### src/sv/pdrc_pkg.sv
// Shared types, constants and microcode for the ramped PID drive controller.
`timescale 1ns / 1ps
`default_nettype none

package pdrc_pkg;

    localparam int RAMP_STEPS_DEF = 20;

    localparam int IN_DATA_W  = 184;
    localparam int OUT_DATA_W = 40;
    localparam int CFG_DATA_W = 24;
    localparam int CFG_IDX_W  = 3;

    // input tdata layout
    localparam int IN_DIST_LSB    = 0;
    localparam int IN_TIMEOUT_LSB = 32;
    localparam int IN_MINCLR_LSB  = 52;
    localparam int IN_LEFT_LSB    = 68;
    localparam int IN_RIGHT_LSB   = 100;
    localparam int IN_OBJ_BIT     = 132;
    localparam int IN_RANGE_LSB   = 133;
    localparam int IN_NOW_LSB     = 149;

    // output tdata layout
    localparam int OUT_LEVEL_LSB = 0;
    localparam int OUT_REV_BIT   = 16;
    localparam int OUT_DONE_BIT  = 17;
    localparam int OUT_STEP_LSB  = 18;

    typedef logic [CFG_IDX_W-1:0] cfg_idx_t;
    localparam cfg_idx_t CFG_GAIN_P    = 3'd0;
    localparam cfg_idx_t CFG_GAIN_I    = 3'd1;
    localparam cfg_idx_t CFG_GAIN_D    = 3'd2;
    localparam cfg_idx_t CFG_STOP_TOL  = 3'd3;
    localparam cfg_idx_t CFG_FLOOR     = 3'd4;
    localparam cfg_idx_t CFG_CEILING   = 3'd5;

    localparam logic [23:0] GAIN_P_RST   = 24'd196608;
    localparam logic [23:0] GAIN_I_RST   = 24'd98;
    localparam logic [23:0] GAIN_D_RST   = 24'd5898;
    localparam logic [23:0] STOP_TOL_RST = 24'd6554;
    localparam logic [15:0] FLOOR_RST    = 16'd10240;
    localparam logic [15:0] CEILING_RST  = 16'd47104;

    localparam logic [31:0] INV_4PI_Q32   = 32'd341782638;
    localparam logic [15:0] OPEN_SPACE_Q8 = 16'd36864;
    localparam int          RECIP_SHIFT   = 32;
    localparam int          ACC_W         = 56;

    localparam int PC_W = 4;
    typedef logic [PC_W-1:0] pc_t;

    localparam pc_t PC_FETCH  = 4'd0;
    localparam pc_t PC_MEAN   = 4'd1;
    localparam pc_t PC_START  = 4'd2;
    localparam pc_t PC_CHECK  = 4'd3;
    localparam pc_t PC_ERR    = 4'd4;
    localparam pc_t PC_DIFF   = 4'd5;
    localparam pc_t PC_ACC_P  = 4'd6;
    localparam pc_t PC_ACC_IH = 4'd7;
    localparam pc_t PC_ACC_IL = 4'd8;
    localparam pc_t PC_ACC_D  = 4'd9;
    localparam pc_t PC_CLAMP  = 4'd10;
    localparam pc_t PC_RMUL   = 4'd11;
    localparam pc_t PC_RDIV   = 4'd12;
    localparam pc_t PC_RADD   = 4'd13;
    localparam pc_t PC_FINAL  = 4'd14;
    localparam pc_t PC_END    = 4'd15;

    typedef enum logic [3:0] {
        OP_NONE,
        OP_FETCH,
        OP_MEAN,
        OP_START,
        OP_ERR,
        OP_DIFF_SUM,
        OP_ACC_LOAD,
        OP_ACC_ADD_HI,
        OP_ACC_ADD_LO,
        OP_ACC_PMD,
        OP_CLAMP,
        OP_RAMP_ADD,
        OP_FINAL,
        OP_END
    } uop_t;

    typedef enum logic [2:0] {
        MUL_NONE,
        MUL_INV,
        MUL_P,
        MUL_IHI,
        MUL_ILO,
        MUL_D,
        MUL_RAMP,
        MUL_RECIP
    } mul_sel_t;

    typedef enum logic [2:0] {
        COND_NEVER,
        COND_ALWAYS,
        COND_SAMPLE,
        COND_STOP,
        COND_NO_RAMP
    } cond_t;

    typedef struct packed {
        uop_t     op;
        mul_sel_t mul;
        cond_t    cond;
        pc_t      target;
        logic     emit;
    } uword_t;

    typedef struct packed {
        logic in_fire;
        logic out_stall;
        logic is_sample;
        logic stop;
        logic no_ramp;
    } useq_status_t;

    function automatic uword_t uc_rom(input pc_t pc);
        uword_t w;
        unique case (pc)
            PC_FETCH:  w = uword_t'{OP_FETCH,      MUL_NONE,  COND_NEVER,   PC_FETCH, 1'b0};
            PC_MEAN:   w = uword_t'{OP_MEAN,       MUL_INV,   COND_SAMPLE,  PC_CHECK, 1'b0};
            PC_START:  w = uword_t'{OP_START,      MUL_NONE,  COND_ALWAYS,  PC_FETCH, 1'b1};
            PC_CHECK:  w = uword_t'{OP_NONE,       MUL_NONE,  COND_STOP,    PC_END,   1'b0};
            PC_ERR:    w = uword_t'{OP_ERR,        MUL_NONE,  COND_NEVER,   PC_FETCH, 1'b0};
            PC_DIFF:   w = uword_t'{OP_DIFF_SUM,   MUL_P,     COND_NEVER,   PC_FETCH, 1'b0};
            PC_ACC_P:  w = uword_t'{OP_ACC_LOAD,   MUL_IHI,   COND_NEVER,   PC_FETCH, 1'b0};
            PC_ACC_IH: w = uword_t'{OP_ACC_ADD_HI, MUL_ILO,   COND_NEVER,   PC_FETCH, 1'b0};
            PC_ACC_IL: w = uword_t'{OP_ACC_ADD_LO, MUL_D,     COND_NEVER,   PC_FETCH, 1'b0};
            PC_ACC_D:  w = uword_t'{OP_ACC_PMD,    MUL_NONE,  COND_NEVER,   PC_FETCH, 1'b0};
            PC_CLAMP:  w = uword_t'{OP_CLAMP,      MUL_NONE,  COND_NEVER,   PC_FETCH, 1'b0};
            PC_RMUL:   w = uword_t'{OP_NONE,       MUL_RAMP,  COND_NO_RAMP, PC_FINAL, 1'b0};
            PC_RDIV:   w = uword_t'{OP_NONE,       MUL_RECIP, COND_NEVER,   PC_FETCH, 1'b0};
            PC_RADD:   w = uword_t'{OP_RAMP_ADD,   MUL_NONE,  COND_NEVER,   PC_FETCH, 1'b0};
            PC_FINAL:  w = uword_t'{OP_FINAL,      MUL_NONE,  COND_ALWAYS,  PC_FETCH, 1'b1};
            PC_END:    w = uword_t'{OP_END,        MUL_NONE,  COND_ALWAYS,  PC_FETCH, 1'b1};
        endcase
        return w;
    endfunction

endpackage

`default_nettype wire

### src/sv/pdrc_useq.sv
// Microcode sequencer: step counter, control store and conditional jumps.
`timescale 1ns / 1ps
`default_nettype none

module pdrc_useq (
    input  logic                   clk,
    input  logic                   rst_n,
    input  pdrc_pkg::useq_status_t status,
    output pdrc_pkg::uword_t       uword
);
    import pdrc_pkg::*;

    pc_t  pc_reg;
    pc_t  pc_next;
    logic take;
    logic hold;

    assign uword = uc_rom(pc_reg);

    always_comb
    begin
        unique case (uword.cond)
            COND_NEVER:   take = 1'b0;
            COND_ALWAYS:  take = 1'b1;
            COND_SAMPLE:  take = status.is_sample;
            COND_STOP:    take = status.stop;
            COND_NO_RAMP: take = status.no_ramp;
            default:      take = 1'b0;
        endcase
    end

    assign hold = ((uword.op == OP_FETCH) && !status.in_fire) || status.out_stall;

    always_comb
    begin
        priority if (hold)
            pc_next = pc_reg;
        else if (take)
            pc_next = uword.target;
        else
            pc_next = pc_reg + pc_t'(1);
    end

    always_ff @(posedge clk or negedge rst_n)
    begin
        if (!rst_n)
            pc_reg <= PC_FETCH;
        else
            pc_reg <= pc_next;
    end

endmodule

`default_nettype wire

### src/sv/pid_drive_ramped_controller_core.sv
// Top level of the ramped PID drive controller: datapath, output register, config.
//
//  channel  | signals                                   | transfer when
//  ---------+-------------------------------------------+-------------------------------
//  input    | s_axis_tvalid/tready/tdata[183:0]/tuser   | s_axis_tvalid & s_axis_tready
//  output   | m_axis_tvalid/tready/tdata[39:0]          | m_axis_tvalid & m_axis_tready
//  config   | cfg_valid/ready/index[2:0]/data[23:0]     | cfg_valid & cfg_ready
//
// One item at a time through a 16-word microprogram and one shared 33x32 multiplier.
// Start item: fetch, mean, start. Sample on stop or idle block: fetch, mean, check, end.
// Drive sample: PID steps, and while the ramp applies, a reciprocal-multiply divide.
// Reset clears the state at once; no clearing pass. The next item is taken while a
// result waits; the sequencer stalls only at its emit step if the output is still full.
`timescale 1ns / 1ps
`default_nettype none

module pid_drive_ramped_controller_core #(
    parameter int RAMP_STEPS = pdrc_pkg::RAMP_STEPS_DEF
) (
    input  logic                            clk,
    input  logic                            rst_n,
    input  logic                            s_axis_tvalid,
    output logic                            s_axis_tready,
    // move_distance, timeout_ms, min_clearance, left_position, right_position,
    // object_seen, range_reading, now_ms, zero pad
    input  logic [pdrc_pkg::IN_DATA_W-1:0]  s_axis_tdata,
    // cmd
    input  logic                            s_axis_tuser,
    output logic                            m_axis_tvalid,
    input  logic                            m_axis_tready,
    // drive_level, drive_reverse, move_done, step_number, zero pad
    output logic [pdrc_pkg::OUT_DATA_W-1:0] m_axis_tdata,
    input  logic                            cfg_valid,
    output logic                            cfg_ready,
    input  logic [pdrc_pkg::CFG_IDX_W-1:0]  cfg_index,
    input  logic [pdrc_pkg::CFG_DATA_W-1:0] cfg_data
);
    import pdrc_pkg::*;

    localparam logic [63:0] RECIP_FULL = (64'd1 << RECIP_SHIFT) / 64'(RAMP_STEPS) + 64'd1;
    localparam logic [32:0] RECIP      = RECIP_FULL[32:0];

    uword_t       uword;
    useq_status_t status;

    logic [23:0] gain_p_reg, gain_i_reg, gain_d_reg, stop_tol_reg;
    logic [15:0] floor_reg, ceiling_reg;

    logic        cmd_reg;
    logic [31:0] dist_reg;
    logic [19:0] timeout_reg;
    logic [15:0] minclr_reg;
    logic [31:0] left_reg, right_reg;
    logic        obj_reg;
    logic [15:0] range_reg;
    logic [31:0] now_reg;

    logic signed [31:0] target_reg;
    logic [31:0]        start_time_reg;
    logic [19:0]        time_limit_reg;
    logic [15:0]        cl_limit_reg;
    logic [15:0]        clearance_reg;
    logic [31:0]        prev_err_reg;
    logic [47:0]        err_sum_reg;
    logic [15:0]        step_reg;
    logic               moving_reg;

    logic signed [32:0]      mean_reg;
    logic [31:0]             err_reg;
    logic                    rev_reg;
    logic [31:0]             dmag_reg;
    logic                    diff_pos_reg;
    logic signed [ACC_W-1:0] acc_reg;
    logic [15:0]             level_reg;
    logic [64:0]             prod_reg;

    logic                  out_valid_reg;
    logic [OUT_DATA_W-1:0] out_data_reg;
    logic [OUT_DATA_W-1:0] out_data_next;

    logic in_fire, out_stall, emit_go;

    logic [32:0] mul_a;
    logic [31:0] mul_b;
    logic [64:0] mul_res;

    logic [32:0]        dist_ext, dist_mag;
    logic signed [32:0] lr_sum;
    logic [64:0]        prod_rnd;
    logic [32:0]        turns;
    logic signed [34:0] turns_s, t_sum;
    logic signed [31:0] target_next;
    logic signed [33:0] es;
    logic [33:0]        em;
    logic [31:0]        err_next;
    logic [32:0]        diff;
    logic [32:0]        diff_neg;
    logic [48:0]        sum_add;
    logic [ACC_W-1:0]   term_shr20, term_shl4;
    logic signed [ACC_W-1:0] floor_s, ceil_s;
    logic [15:0]        clamp_level, level_minus_floor, step_inc;
    logic [31:0]        elapsed;
    logic               stop_cond;

    pdrc_useq u_useq (
        .clk    (clk),
        .rst_n  (rst_n),
        .status (status),
        .uword  (uword)
    );

    assign s_axis_tready = (uword.op == OP_FETCH);
    assign in_fire       = s_axis_tvalid && s_axis_tready;
    assign out_stall     = uword.emit && out_valid_reg && !m_axis_tready;
    assign emit_go       = uword.emit && !out_stall;
    assign cfg_ready     = 1'b1;
    assign m_axis_tvalid = out_valid_reg;
    assign m_axis_tdata  = out_data_reg;

    // end-of-move check
    assign elapsed   = now_reg - start_time_reg;
    assign stop_cond = !moving_reg
                    || ((step_reg != 16'd0) && (prev_err_reg <= {8'd0, stop_tol_reg}))
                    || (elapsed >= {12'd0, time_limit_reg})
                    || (clearance_reg < cl_limit_reg);

    assign status.in_fire   = in_fire;
    assign status.out_stall = out_stall;
    assign status.is_sample = cmd_reg;
    assign status.stop      = stop_cond;
    assign status.no_ramp   = !((step_reg < 16'(RAMP_STEPS)) && (level_reg > floor_reg));

    // start arithmetic
    assign dist_ext    = {dist_reg[31], dist_reg};
    assign dist_mag    = dist_reg[31] ? (33'd0 - dist_ext) : dist_ext;
    assign lr_sum      = $signed({left_reg[31], left_reg}) + $signed({right_reg[31], right_reg});
    assign prod_rnd    = prod_reg + 65'h0_8000_0000;
    assign turns       = prod_rnd[64:32];
    assign turns_s     = dist_reg[31] ? (35'sd0 - $signed({2'b00, turns}))
                                      : $signed({2'b00, turns});
    assign t_sum       = turns_s + $signed({{2{mean_reg[32]}}, mean_reg});
    assign target_next = (t_sum[34:31] == 4'b0000 || t_sum[34:31] == 4'b1111)
                       ? t_sum[31:0]
                       : (t_sum[34] ? 32'sh8000_0000 : 32'sh7FFF_FFFF);

    // error terms
    assign es       = $signed({{2{target_reg[31]}}, target_reg}) - $signed({mean_reg[32], mean_reg});
    assign em       = es[33] ? (34'd0 - es) : es;
    assign err_next = (em[33:32] != 2'b00) ? 32'hFFFF_FFFF : em[31:0];
    assign diff     = {1'b0, err_reg} - {1'b0, prev_err_reg};
    assign diff_neg = 33'd0 - diff;
    assign sum_add  = {1'b0, err_sum_reg} + 49'(err_reg);

    assign term_shr20 = ACC_W'(prod_reg >> 20);
    assign term_shl4  = ACC_W'(prod_reg << 4);
    assign floor_s    = $signed(ACC_W'(floor_reg));
    assign ceil_s     = $signed(ACC_W'(ceiling_reg));

    always_comb
    begin
        priority if (acc_reg < floor_s)
            clamp_level = floor_reg;
        else if (acc_reg > ceil_s)
            clamp_level = ceiling_reg;
        else
            clamp_level = acc_reg[15:0];
    end

    assign level_minus_floor = level_reg - floor_reg;
    assign step_inc          = (step_reg == 16'hFFFF) ? step_reg : step_reg + 16'd1;

    // shared multiplier
    always_comb
    begin
        unique case (uword.mul)
            MUL_NONE:  begin mul_a = '0;                       mul_b = '0;                    end
            MUL_INV:   begin mul_a = dist_mag;                 mul_b = INV_4PI_Q32;           end
            MUL_P:     begin mul_a = {9'd0, gain_p_reg};       mul_b = err_reg;               end
            MUL_IHI:   begin mul_a = {9'd0, gain_i_reg};       mul_b = {8'd0, err_sum_reg[47:24]}; end
            MUL_ILO:   begin mul_a = {9'd0, gain_i_reg};       mul_b = {8'd0, err_sum_reg[23:0]};  end
            MUL_D:     begin mul_a = {9'd0, gain_d_reg};       mul_b = dmag_reg;              end
            MUL_RAMP:  begin mul_a = {17'd0, level_minus_floor}; mul_b = {16'd0, step_reg};   end
            MUL_RECIP: begin mul_a = RECIP;                    mul_b = {8'd0, prod_reg[23:0]}; end
        endcase
    end

    assign mul_res = 65'(mul_a) * 65'(mul_b);

    always_ff @(posedge clk)
    begin
        if (uword.mul != MUL_NONE)
            prod_reg <= mul_res;
    end

    // result word
    always_comb
    begin
        out_data_next = '0;
        case (uword.op)
            OP_FINAL:
            begin
                out_data_next[OUT_LEVEL_LSB +: 16] = level_reg;
                out_data_next[OUT_REV_BIT]         = rev_reg;
                out_data_next[OUT_STEP_LSB +: 16]  = step_inc;
            end
            OP_END:
            begin
                out_data_next[OUT_DONE_BIT]        = 1'b1;
                out_data_next[OUT_STEP_LSB +: 16]  = step_reg;
            end
            default:
            begin
                out_data_next = '0;
            end
        endcase
    end

    always_ff @(posedge clk or negedge rst_n)
    begin
        if (!rst_n)
            out_valid_reg <= 1'b0;
        else if (emit_go)
            out_valid_reg <= 1'b1;
        else if (m_axis_tready)
            out_valid_reg <= 1'b0;
    end

    always_ff @(posedge clk)
    begin
        if (emit_go)
            out_data_reg <= out_data_next;
    end

    // configuration registers
    always_ff @(posedge clk or negedge rst_n)
    begin
        if (!rst_n)
        begin
            gain_p_reg   <= GAIN_P_RST;
            gain_i_reg   <= GAIN_I_RST;
            gain_d_reg   <= GAIN_D_RST;
            stop_tol_reg <= STOP_TOL_RST;
            floor_reg    <= FLOOR_RST;
            ceiling_reg  <= CEILING_RST;
        end
        else if (cfg_valid && cfg_ready)
        begin
            case (cfg_index)
                CFG_GAIN_P:   gain_p_reg   <= cfg_data;
                CFG_GAIN_I:   gain_i_reg   <= cfg_data;
                CFG_GAIN_D:   gain_d_reg   <= cfg_data;
                CFG_STOP_TOL: stop_tol_reg <= cfg_data;
                CFG_FLOOR:    floor_reg    <= cfg_data[15:0];
                CFG_CEILING:  ceiling_reg  <= cfg_data[15:0];
                default:      ;
            endcase
        end
    end

    // input capture
    always_ff @(posedge clk)
    begin
        if (in_fire)
        begin
            cmd_reg     <= s_axis_tuser;
            dist_reg    <= s_axis_tdata[IN_DIST_LSB +: 32];
            timeout_reg <= s_axis_tdata[IN_TIMEOUT_LSB +: 20];
            minclr_reg  <= s_axis_tdata[IN_MINCLR_LSB +: 16];
            left_reg    <= s_axis_tdata[IN_LEFT_LSB +: 32];
            right_reg   <= s_axis_tdata[IN_RIGHT_LSB +: 32];
            obj_reg     <= s_axis_tdata[IN_OBJ_BIT];
            range_reg   <= s_axis_tdata[IN_RANGE_LSB +: 16];
            now_reg     <= s_axis_tdata[IN_NOW_LSB +: 32];
        end
    end

    // datapath scratch registers
    always_ff @(posedge clk)
    begin
        case (uword.op)
            OP_MEAN:       mean_reg  <= {lr_sum[32], lr_sum[32:1]};
            OP_ERR:
            begin
                err_reg <= err_next;
                rev_reg <= es[33];
            end
            OP_DIFF_SUM:
            begin
                diff_pos_reg <= !diff[32] && (diff != 33'd0);
                dmag_reg     <= diff[32] ? diff_neg[31:0] : diff[31:0];
            end
            OP_ACC_LOAD:   acc_reg   <= $signed(term_shr20);
            OP_ACC_ADD_HI: acc_reg   <= acc_reg + $signed(term_shl4);
            OP_ACC_ADD_LO: acc_reg   <= acc_reg + $signed(term_shr20);
            OP_ACC_PMD:    acc_reg   <= diff_pos_reg ? acc_reg - $signed(term_shr20)
                                                     : acc_reg + $signed(term_shr20);
            OP_CLAMP:      level_reg <= clamp_level;
            OP_RAMP_ADD:   level_reg <= floor_reg + prod_reg[RECIP_SHIFT +: 16];
            default:       ;
        endcase
    end

    // move state
    always_ff @(posedge clk or negedge rst_n)
    begin
        if (!rst_n)
        begin
            target_reg     <= '0;
            start_time_reg <= '0;
            time_limit_reg <= '0;
            cl_limit_reg   <= '0;
            clearance_reg  <= OPEN_SPACE_Q8;
            prev_err_reg   <= '0;
            err_sum_reg    <= '0;
            step_reg       <= '0;
            moving_reg     <= 1'b0;
        end
        else if (!out_stall)
        begin
            case (uword.op)
                OP_START:
                begin
                    target_reg     <= target_next;
                    start_time_reg <= now_reg;
                    time_limit_reg <= timeout_reg;
                    cl_limit_reg   <= minclr_reg;
                    clearance_reg  <= obj_reg ? range_reg : OPEN_SPACE_Q8;
                    prev_err_reg   <= '0;
                    err_sum_reg    <= '0;
                    step_reg       <= '0;
                    moving_reg     <= 1'b1;
                end
                OP_DIFF_SUM:
                begin
                    err_sum_reg <= sum_add[48] ? 48'hFFFF_FFFF_FFFF : sum_add[47:0];
                end
                OP_FINAL:
                begin
                    prev_err_reg <= err_reg;
                    step_reg     <= step_inc;
                    if (obj_reg)
                        clearance_reg <= range_reg;
                end
                OP_END:
                begin
                    moving_reg <= 1'b0;
                end
                default: ;
            endcase
        end
    end

endmodule

`default_nettype wire

### config.mk
export PLATFORM = sky130hd
export DESIGN_NAME = pid_drive_ramped_controller_core
export DESIGN_NICKNAME = d
export VERILOG_FILES = /design/src/sv/pdrc_pkg.sv /design/src/sv/pdrc_useq.sv /design/src/sv/pid_drive_ramped_controller_core.sv
export SDC_FILE = /design/constraint.sdc
export NUM_CORES = 2
export LEC_CHECK = 0
export BUFFER_PORTS_ARGS = -buffer_cell sky130_fd_sc_hd__clkbuf_2
export CAP_MARGIN = 20
export CORE_MARGIN = 5
export CORE_UTILIZATION = 45
export CTS_CLUSTER_DIAMETER = 200
export DETAILED_ROUTE_END_ITERATION = 10
export GPL_ROUTABILITY_DRIVEN = 1
export GPL_TIMING_DRIVEN = 0
export HOLD_SLACK_MARGIN = 0.05
export PLACE_DENSITY = 0.64
export RECOVER_POWER = 100
export SLEW_MARGIN = 5
export SYNTH_ARGS = -nofsm -noshare
export SYNTH_HDL_FRONTEND = slang
export SYNTH_SLANG_ARGS = --single-unit
### constraint.sdc
create_clock -name clk -period 12.68 [get_ports clk]
set_clock_uncertainty 0.15 [all_clocks]
set_input_delay 2.536 -clock clk [delete_from_list [all_inputs] [get_ports clk]]
set_output_delay 2.536 -clock clk [all_outputs]
set_load 0.01 [all_outputs]
==> metrics.md <==
| Metric | Value |
|---|---|
| Status | `finished, violations left` |
| Failing checks | `max-capacitance violations, max-slew violations` |
| Syn Inst Count | `10.0k` |
| CTS max path bufs | `3` |
| Fillcell total | `19.1k` |
| Antenna violations before repair | `31` |
| Slowest CP cell | `fa_1` |
| Crit-path max cell delay | `0.68 ns` |
| Layout cell share with drive strength beyond 1 | `0.0792` |
| Syn Area/Cell | `9.01 µm²` |
| First-pass GRT wire length | `545000 µm` |
| Post-route insts no fill | `13.3k` |
| Clock-pin transition on the worst setup and hold timing paths | `0.06 ns` |
| Post-detailed-route via-to-cell ratio | `5.91` |
| Number of flip-flops in the largest register | `65` |
| Hold/Removal Path Class | `flop to flop` |
| Post-DR wirelength/cell | `28.4 µm` |
| Async S/R FF share, synth | `0.434` |
| DP HPWL | `314000 µm` |
| Most numerous cell in the Yosys netlist | `inv_1` |
| Die height | `458 µm` |
| Main flop type after synthesis | `edfxtp_1` |
| RSZ-0062 raised after global routing | `true` |
| Synth Cell Area | `90300 µm²` |
| Clock Sinks | `797` |
| Final ANT Viol Nets | `0` |
| Cell Area, Placed | `96400 µm²` |
| Max Cap Violations | `13` |
| CP Data Arrival Time | `12.86 ns` |
| Final slew viol count | `616` |
| Routed via count | `78.8k` |
| CTS tree | `yes` |
| Drt pass-1 iters | `8` |
| CP Data Required Time | `12.98 ns` |
| Horiz. Die Dim | `458 µm` |
| Max Clk Rate | `0.0796 GHz` |
| Total CTS buffers | `96` |
| Initial core utilization | `0.452` |
| CP Capture Type | `flop` |
| Drt drc | `0` |
| RD Place Congestion | `1.06` |
| Most common cell on crit path | `fa_1` |
| CP Max Fanout | `10` |
| Largest cells by area after synthesis | `fa_1 (21%), edfxtp_1 (15%), ha_1 (10%)` |
| Gr ovfl total | `0` |
| Crit Path Class | `flop to flop` |
| Fin. Hold Viols | `0` |
| Post-synth EDFFs | `451` |
| H-tree depth | `3` |
| Slew headroom | `-2.56` |
| Core Region | `200000 µm²` |
| # rows | `164` |
| Final Core Density | `0.501` |
| Tcrit/Tclk final | `0.990` |
| Largest area contributor in the netlist | `fa_1` |
| DR iter-0 viols | `7884` |
| Total GRT Usage | `0.355` |
| Yosys cell types | `109` |
| Final setup viols | `0` |
| CTS root buf | `clkbuf_16` |
| Final WL | `379000 µm` |
| Vias in the first global route | `77.8k` |
| IO Count | `260` |
| Clk_lat worst skew | `0.79 ns` |
| Part of the Yosys area used for sequential elements | `0.246` |
| Startpoint Class | `flop` |
| Syn-to-layout area delta | `10.8%` |
| Synth top area share | `0.208` |
| Minimum clock period | `12.56 ns` |
| Port bufs | `248` |
| Largest net degree at the start of global routing | `93` |
| Top cells by count, synth | `inv_1 (1425), nand2_1 (1155), fa_1 (937)` |
| Slew @ Worst Pin | `5.33 ns` |
| FF+latch count, synth | `797` |
| # nets final | `12.5k` |
| Cell count after placement | `13.1k` |
| Synthesis Warnings | `0` |
| Post-route cell area | `100000 µm²` |
| Die Area | `210000 µm²` |
## routing by layer
| metal | routed length [µm] | vias up | track usage |
|---|---|---|---|
| met3 | 33600 | 767 | 0.0690 |
| li1 | - | 34800 | - |
| met4 | 27000 | 10 | 0.198 |
| met5 | 78 | - | 0 |
| met2 | 162000 | 3744 | 0.535 |
| met1 | 156000 | 39400 | 0.481 |
## placed cells by master (no fill, tap or decap), types with 40 or more instances in the layout
cell       instances
clkbuf_16         97
a21o_1           212
a22oi_1           51
a21oi_1          562
o211ai_1          40
edfxtp_1         451
nor2b_1           66
nand2_1         1149
and2_1            52
dfrtp_1          320
o21ai_0          536
a31oi_1          100
inv_1           1425
xnor2_1          311
a211oi_1          63
o31ai_1           81
fa_1             937
nand3_1          142
mux2_2           118
xor2_1           163
nand4_1           78
nor4_1            42
o21a_1            70
ha_1             735
nor3_1           124
nor2_1           775
nand2b_1         110
or3_1             43
conb_1           153
clkbuf_1         373
o21bai_1          66
clkbuf_2         258
buf_4             52
mux2i_1           48
and3_1            81
## cell families (layout without fill, tap and decap cells)
family / after synthesis / count (layout) / synth area share
buf+inv: 1860 / 2348 / 0.0781
fa+ha+maj: 1672 / 1672 / 0.310
compound gates: 2197 / 2197 / 0.156
mux: 168 / 168 / 0.0204
other cells: 2 / 169 / 0.0000832
xor+xnor: 475 / 475 / 0.0461
flops: 797 / 797 / 0.246
simple gates: 2851 / 2851 / 0.143
## worst paths after layout
kind | from | end | slack [ns] | cells past startpoint
worst min register to register | timeout_reg[7] | time_limit_reg[7] | 0.29 | 2
worst min-delay path | timeout_reg[7] | time_limit_reg[7] | 0.29 | 2
max in group asynchronous | rst_n | prev_err_reg[8] | 2.05 | 2
min in group asynchronous | rst_n | start_time_reg[4] | 3.37 | 1
worst max-delay path | u_useq.pc_reg[1] | prod_reg[58] | 0.12 | 39
worst max register to register | u_useq.pc_reg[1] | prod_reg[58] | 0.12 | 39
## critical path, delay by kind of cell (launching register included)
| kind | cells | cell delay [ns] |
|---|---|---|
| and+or+nand+nor | 10 | 2.18 |
| AOI/OAI and AO/OA | 8 | 2.18 |
| buffers and inverters | 10 | 1.94 |
| adders and majority gates | 10 | 5.25 |
| DFF | 1 | 0.40 |
| muxes | 1 | 0.11 |
## layout make-up
class	instances	area [µm²]	area share
Multi-Input combinational cell	7516	62100	0.621
Sequential cell	797	22200	0.222
Inverter	1430	5370	0.0536
Tap cell	2656	3320	0.0332
Clock buffer	132	2720	0.0272
Timing Repair Buffer	328	1870	0.0187
Buffer	408	1770	0.0176
Clock inverter	50	649	0.00649
Antenna cell	16	40.0	0.000400
## stage by stage
stage / setup TNS (ns) / worst slack (ns) / hold slack [ns]
detailed placement: -46.26 / -2.30 / 0.281
global placement: -83.18 / -2.92 / 0.278
global route: -0.0396 / -0.0245 / 0.304
floorplan: 0 / 1.91 / 0.265
finish: 0 / 0.122 / 0.286
CTS: 0 / 0.00641 / 0.294
## timing repair
| action | CTS | global route |
|---|---|---|
| setup endpoints to repair | 43 | 16 |
| hold buffers | 0 | 0 |
| setup buffers | 10 | 6 |
| resized for setup | 157 | 118 |
| pin swaps | 7 | 4 |
Power is not shown: default switching activity piles up to over one toggle a cycle in this logic, so the estimate is an artifact.
